--- src/rtl/gfp_pkg.sv ---
// shared types and constants of the greedy flight partitioner
package gfp_pkg;

  // fixed field widths of the stream items
  localparam int NODE_W      = 6;
  localparam int DIST_IN_W   = 16;
  localparam int FT_W        = 21;
  localparam int CNT_W       = 16;
  localparam int TOT_W       = 32;
  localparam int MAXFT_W     = 20;
  localparam int MODE_W      = 2;
  localparam int IN_TDATA_W  = 40;
  localparam int OUT_TDATA_W = 88;

  localparam logic [FT_W-1:0]    FT_MAX      = '1;
  localparam logic [TOT_W-1:0]   TOT_MAX     = '1;
  localparam logic [CNT_W-1:0]   CNT_MAX     = '1;
  localparam logic [MAXFT_W-1:0] MAXFT_RESET = '1;

  typedef enum logic [MODE_W-1:0] {
    MODE_PAIR_LOAD   = 2'd0,
    MODE_GROUND_LOAD = 2'd1,
    MODE_MISSION     = 2'd2,
    MODE_FINISH      = 2'd3
  } mode_t;

  typedef enum logic {
    KIND_MISSION = 1'b0,
    KIND_SUMMARY = 1'b1
  } kind_t;

  // control of the update stage entry
  typedef struct packed {
    logic              valid;
    logic              is_finish;
    logic              pp_ok;     // previous delivery and pickup both in range
    logic              gb_ok;     // previous delivery in range
    logic [NODE_W-1:0] delivery;
  } s2_entry_t;

endpackage

--- src/rtl/gfp_flight_core.sv ---
// update stage: flight state, next-fit decision and result register
module gfp_flight_core #(
  parameter int DIST_W = 16
) (
  input  logic                                clk,
  input  logic                                rst_n,
  input  logic [gfp_pkg::MAXFT_W-1:0]         max_flight_time,
  input  gfp_pkg::s2_entry_t                  s2_in,
  input  logic [DIST_W+1:0]                   fresh_in,    // fresh round trip
  input  logic [DIST_W:0]                     pdgd_in,     // mission leg plus return
  input  logic [DIST_W-1:0]                   pp_rdata,    // previous delivery to pickup
  input  logic [DIST_W-1:0]                   gb_rdata,    // old return leg
  output logic                                s2_stall,
  output logic [gfp_pkg::NODE_W-1:0]          prev_node,
  output logic                                out_tvalid,
  input  logic                                out_tready,
  output logic                                out_tuser,   // result_kind
  // mission_index, flight_index, opened_new_flight, flight_time, total_time
  output logic [gfp_pkg::OUT_TDATA_W-1:0]     out_tdata
);
  import gfp_pkg::*;

  localparam int SUM_W = ((DIST_W + 1 > FT_W) ? DIST_W + 1 : FT_W) + 2;

  s2_entry_t           s2_r;
  logic [DIST_W+1:0]   fresh_r;
  logic [DIST_W:0]     pdgd_r;
  logic                s2_go;

  logic [FT_W-1:0]     cur_r,    cur_nxt;
  logic [NODE_W-1:0]   prev_r,   prev_nxt;
  logic [CNT_W-1:0]    mcnt_r,   mcnt_nxt;
  logic [CNT_W-1:0]    fcnt_r,   fcnt_nxt;
  logic [TOT_W-1:0]    closed_r, closed_nxt;
  logic                active_r, active_nxt;

  logic                out_valid_r, out_valid_nxt;
  kind_t               out_kind_r,  out_kind_nxt;
  logic [CNT_W-1:0]    out_mi_r,    out_mi_nxt;
  logic [CNT_W-1:0]    out_fi_r,    out_fi_nxt;
  logic                out_open_r,  out_open_nxt;
  logic [FT_W-1:0]     out_ft_r,    out_ft_nxt;
  logic [TOT_W-1:0]    out_tot_r,   out_tot_nxt;

  logic [DIST_W-1:0]   pp;
  logic [DIST_W-1:0]   gb;
  logic [SUM_W-1:0]    cur_e;
  logic [SUM_W-1:0]    gb_e;
  logic [SUM_W-1:0]    trimmed;
  logic [SUM_W-1:0]    ext;
  logic [SUM_W-1:0]    fresh_e;
  logic                fits;
  logic [FT_W-1:0]     ext_sat;
  logic [FT_W-1:0]     fresh_sat;
  logic [TOT_W:0]      sum_wide;
  logic [TOT_W-1:0]    sum_sat;

  assign s2_stall  = s2_r.valid && out_valid_r && !out_tready;
  assign s2_go     = s2_r.valid && !s2_stall;
  assign prev_node = prev_r;

  // stage register
  always_ff @(posedge clk) begin
    if (!rst_n) begin
      s2_r <= '0;
    end else if (!s2_stall) begin
      s2_r <= s2_in;
    end
  end

  always_ff @(posedge clk) begin
    if (s2_in.valid && !s2_stall) begin
      fresh_r <= fresh_in;
      pdgd_r  <= pdgd_in;
    end
  end

  // extension of the current flight
  always_comb begin
    pp        = s2_r.pp_ok ? pp_rdata : '0;
    gb        = s2_r.gb_ok ? gb_rdata : '0;
    cur_e     = SUM_W'(cur_r);
    gb_e      = SUM_W'(gb);
    trimmed   = (cur_e > gb_e) ? (cur_e - gb_e) : '0;
    ext       = trimmed + SUM_W'(pp) + SUM_W'(pdgd_r);
    fits      = (ext <= SUM_W'(max_flight_time));
    ext_sat   = (ext > SUM_W'(FT_MAX)) ? FT_MAX : ext[FT_W-1:0];
    fresh_e   = SUM_W'(fresh_r);
    fresh_sat = (fresh_e > SUM_W'(FT_MAX)) ? FT_MAX : fresh_e[FT_W-1:0];
    sum_wide  = {1'b0, closed_r} + (TOT_W + 1)'(cur_r);
    sum_sat   = sum_wide[TOT_W] ? TOT_MAX : sum_wide[TOT_W-1:0];
  end

  always_comb begin
    cur_nxt      = cur_r;
    prev_nxt     = prev_r;
    mcnt_nxt     = mcnt_r;
    fcnt_nxt     = fcnt_r;
    closed_nxt   = closed_r;
    active_nxt   = active_r;
    out_kind_nxt = KIND_MISSION;
    out_mi_nxt   = '0;
    out_fi_nxt   = '0;
    out_open_nxt = 1'b0;
    out_ft_nxt   = '0;
    out_tot_nxt  = '0;
    if (s2_r.is_finish) begin
      out_kind_nxt = KIND_SUMMARY;
      out_tot_nxt  = active_r ? sum_sat : '0;
      cur_nxt      = '0;
      prev_nxt     = '0;
      mcnt_nxt     = '0;
      fcnt_nxt     = '0;
      closed_nxt   = '0;
      active_nxt   = 1'b0;
    end else begin
      priority if (!active_r) begin
        cur_nxt      = fresh_sat;
        fcnt_nxt     = '0;
        out_open_nxt = 1'b1;
      end else if (fits) begin
        cur_nxt      = ext_sat;
      end else begin
        // flight closes, new one starts with a fresh round trip
        closed_nxt   = sum_sat;
        fcnt_nxt     = (fcnt_r == CNT_MAX) ? fcnt_r : fcnt_r + 1'b1;
        cur_nxt      = fresh_sat;
        out_open_nxt = 1'b1;
      end
      prev_nxt   = s2_r.delivery;
      active_nxt = 1'b1;
      mcnt_nxt   = (mcnt_r == CNT_MAX) ? mcnt_r : mcnt_r + 1'b1;
      out_mi_nxt = mcnt_r;
      out_fi_nxt = fcnt_nxt;
      out_ft_nxt = cur_nxt;
    end
  end

  always_ff @(posedge clk) begin
    if (!rst_n) begin
      cur_r    <= '0;
      prev_r   <= '0;
      mcnt_r   <= '0;
      fcnt_r   <= '0;
      closed_r <= '0;
      active_r <= 1'b0;
    end else if (s2_go) begin
      cur_r    <= cur_nxt;
      prev_r   <= prev_nxt;
      mcnt_r   <= mcnt_nxt;
      fcnt_r   <= fcnt_nxt;
      closed_r <= closed_nxt;
      active_r <= active_nxt;
    end
  end

  // result register
  always_comb begin
    priority if (s2_go) begin
      out_valid_nxt = 1'b1;
    end else if (out_tready) begin
      out_valid_nxt = 1'b0;
    end else begin
      out_valid_nxt = out_valid_r;
    end
  end

  always_ff @(posedge clk) begin
    if (!rst_n) begin
      out_valid_r <= 1'b0;
    end else begin
      out_valid_r <= out_valid_nxt;
    end
  end

  always_ff @(posedge clk) begin
    if (s2_go) begin
      out_kind_r <= out_kind_nxt;
      out_mi_r   <= out_mi_nxt;
      out_fi_r   <= out_fi_nxt;
      out_open_r <= out_open_nxt;
      out_ft_r   <= out_ft_nxt;
      out_tot_r  <= out_tot_nxt;
    end
  end

  assign out_tvalid = out_valid_r;
  assign out_tuser  = out_kind_r;
  assign out_tdata  = {2'b00, out_tot_r, out_ft_r, out_open_r, out_fi_r, out_mi_r};

  // a stalled entry stays in the stage
  a_stall_holds: assert property (@(posedge clk) disable iff (!rst_n)
    s2_stall |=> s2_r.valid)
    else $error("update stage entry lost while stalled");

  // a finish leaves a cleared session
  a_finish_clears: assert property (@(posedge clk) disable iff (!rst_n)
    (s2_go && s2_r.is_finish) |=> (!active_r && mcnt_r == '0 && closed_r == '0))
    else $error("session not cleared by finish");

  // a mission opens the session and records its delivery node
  a_mission_tracks: assert property (@(posedge clk) disable iff (!rst_n)
    (s2_go && !s2_r.is_finish) |=> (active_r && prev_r == $past(s2_r.delivery)))
    else $error("mission did not update session state");

endmodule

--- config.mk ---
export PLATFORM = sky130hd
export DESIGN_NAME = gfp_flight_core
export DESIGN_NICKNAME = d
export VERILOG_FILES = /design/src/rtl/gfp_pkg.sv /design/src/rtl/gfp_flight_core.sv
export SDC_FILE = /design/constraint.sdc
export NUM_CORES = 1
export LEC_CHECK = 0
export BUFFER_PORTS_ARGS = -buffer_cell sky130_fd_sc_hd__buf_2
export CORE_AREA = 2 2 183 185
export DETAILED_ROUTE_END_ITERATION = 16
export DIE_AREA = 0 0 185 187
export GPL_TIMING_DRIVEN = 0
export MAX_ROUTING_LAYER = met4
export PLACE_DENSITY = 0.64
export SLEW_MARGIN = 10
export SYNTH_ARGS = -nofsm -noshare
export SYNTH_HDL_FRONTEND = slang
export SYNTH_SLANG_ARGS = --single-unit
--- constraint.sdc ---
create_clock -name clk -period 8.2 [get_ports clk]
set_input_delay 1.23 -clock clk [delete_from_list [all_inputs] [get_ports clk]]
set_output_delay 1.23 -clock clk [all_outputs]
set_load 0.01 [all_outputs]
==> reports/metrics.yaml <==
final_hold_viol_count: 0
grt_use_total: 0.208
fillers: 3152
core_um2: 32900
status: "completed"
postLayoutCoreUtil: 0.470
async_flop_share: 0
ys_top_cells_by_area: "edfxtp_1, dfxtp_1, ha_1"
hold_path_depth: 2
num_antenna_cells: 0
grt-ovfl-total: 0
synth_flop_cell: "edfxtp_1"
synth-seq-cells: 225
yosysSeqAreaShare: 0.444
worst_pin_slew_ns: 0.890
min_to: "s2_r[5]"
critPathBufInv: 5
drt_iter0_drc: 800
maxCapViolCount: 0
synth-edff-count: 122
io_pins: 197
yosysWarningCount: 0
p_leak_nw: 6.53
max_slew_margin: 0.407
grt_start_max_net_pins: 40
max_freq_mhz: 128
viasPerCell: 5.30
critPathRequiredTime_ns: 8.54
yosysTopAreaCellShare: 0.284
hold_path.startpoint: "s2_r[5]"
cpMaxStageDelayCell: "ha_1"
layout_commonest_cell: "buf_2"
endpoint_kind: "flop"
area_growth_pct: 19.7
dr.pass1.iters: 7
floorplan.initialDensity: 0.393
cts.clk_slew.worst_paths_ns: 0.06
slowest_delay_ns: 0.47
layout_common_cells: "buf_2, nor2_1, edfxtp_1"
drv_slew: 0
finalNonFillerCells: 2014
postRouteAntennaNets: 0
wl_per_cell_um: 17.3
nNetsFinal: 1743
die_y_um: 187
start_kind: "input pin"
fp-row-count: 67
finalCritPeriodShare: 0.953
io_buffers: 194
path_class: "in2reg"
cts_tree: "yes"
r2r-start: "s2_r[6]"
die_w_um: 185
p_switching_mw: 1.44
drive_gt1_frac: 0.193
htreeDepth: 1
cts-root-buf: "clkbuf_16"
worst_hold_path_type: "reg2reg"
syn_area_um2: 12900
setup_slack_ns: 0.382
gp_congestion: 0.906
die_area_um2: 34600
cp_top_family: "compound AO/OA/AOI/OAI gates"
dp_hpwl_um: 26800
period_needed_ns: 7.82
holdBufCountCts: 0
critPathMaxFanout: 10
vias: 10700
pwr-share-clk: 0.284
fin_worst_skew_ns: 0.0198
preCtsSetupSlack_ns: -1.16
setup_viol: 0
grt_pass1_wl_um: 55500
routed_wl_um: 34900
synth_largest_area_cell: "edfxtp_1"
drc: 0
cts_sinks: 225
avgSynthCellArea_um2: 9.78
r2r.worst_path.cells: 29
grt_pass1_vias: 10300
synth_cells: 1319
sw_frac_of_total: 0.363
rr_endpoint: "out_fi_r[15]"
clk_latency_ns: 0.54
clk_path_buf_depth: 3
p_seq_frac: 0.320
p_per_area_nw_per_um2: 257
ff2ff_setup_slack_ns: 0.42
synth.distinct_cells: 83
p_int_mw: 2.53
combPwrFrac: 0.396
ir_drop_mv: 0.172
dp_cells: 1966
arrival_ns: 8.16
antenna_found_initial: 0
numCtsBuffers: 26
[synth_stat cells (10+ instances only)]
cell,count
inv_1,53
nand3b_1,11
a21oi_1,98
dfxtp_1,103
o21a_1,22
and3_1,20
nand2b_1,22
o2bb2ai_1,18
mux2i_1,22
nor2b_1,26
xnor2_1,38
nor3_1,18
xor2_1,25
ha_1,78
o21ai_1,12
nand3_1,17
or3_1,10
and2_1,25
o21ai_0,49
a21o_1,35
nor2_1,150
edfxtp_1,122
o211ai_1,13
fa_1,19
clkbuf_1,35
and4_1,11
nand2_1,115
a31oi_1,13
nand4_1,17
[registers in the layout (all words and copies together) (netlist names)]
signal and flops:
active_r 1, pdgd_r 17, out_tvalid 1, out_open_r 1
s2_r 10, prev_node 6, fcnt_r 16, closed_r 32
fresh_r 18, out_ft_r 21, out_fi_r 16, out_mi_r 16
mcnt_r 16, out_tot_r 32, cur_r 21, out_tuser 1
[power by group through the flow]
stage               clock [mW]  combinational (mW)  sequential [mW]
detailed placement           0                1.50             1.30
CTS                       1.16                1.52             1.28
global route              1.20                1.74             1.28
finish                    1.13                1.57             1.27
floorplan                    0                1.10             1.30
global placement             0                1.48             1.30
[worst min-delay path, cell delays in order, from the launching register on]
cell and delay, ns:
dfxtp_1 0.31, nand2_1 0.05, a21oi_1 0.05
[area by class of cell]
cell class                      count  area [um^2]  share of cell area
Inverter                           53          199              0.0129
Buffer                             54          274              0.0177
Clock buffer                       30          676              0.0437
Sequential cell                   225         5730               0.371
Clock inverter                     18          159              0.0103
Tap cell                          448          561              0.0363
Timing Repair Buffer              198         1040              0.0672
Multi-Input combinational cell    988         6810               0.441
[layer usage]
| metal | share of wire | track usage | vias to the layer above | wire, um |
|---|---|---|---|---|
| li1 | - | - | 5244 | - |
| met1 | 0.47 | 0.285 | 5043 | 16300 |
| met2 | 0.45 | 0.325 | 334 | 15700 |
| met3 | 0.057 | 0.0276 | 56 | 1980 |
| met4 | 0.025 | 0.0562 | 0 | 877 |
| met5 | 0 | - | - | 0 |
[worst max path at each step]
stage	startpoint	to	slack (ns)	depth (start not counted)
after global placement	gb_rdata[0]	closed_r[31]	-1.12	32
final	gb_rdata[15]	out_fi_r[15]	0.38	29
after detailed placement	gb_rdata[0]	closed_r[31]	-1.16	33
after global routing	gb_rdata[0]	out_fi_r[15]	-0.003	31
after floorplan	gb_rdata[0]	out_fi_r[3]	0.46	33
after CTS	gb_rdata[0]	out_ft_r[0]	0.008	32
[cells by family after synthesis]
group           synth area share
xor+xnor                  0.0428
buf+inv                   0.0359
compound gates             0.175
other cells             0.000291
simple gates               0.175
mux                       0.0217
flops                      0.444
fa+ha+maj                  0.105
[per-stage QoR]
step | TNS [ns] | cell area [um^2] | total power, mW | hold slack [ns]
final | 0 | 15400 | 3.98 | 0.451
after global routing | -0.00262 | 15400 | 4.23 | 0.475
after CTS | 0 | 15400 | 3.95 | 0.453
after detailed placement | -78.59 | 14500 | 2.80 | 0.445
after global placement | -72.36 | 14400 | 2.79 | 0.439
after floorplan | 0 | 12900 | 2.40 | 0.430
[what timing repair did]
item	CTS	global route
resized for setup	8	19
pin swaps	0	1
endpoints found under the setup margin	105	104
setup buffers	0	1
Note: power is estimated with default switching activity, not from simulation.
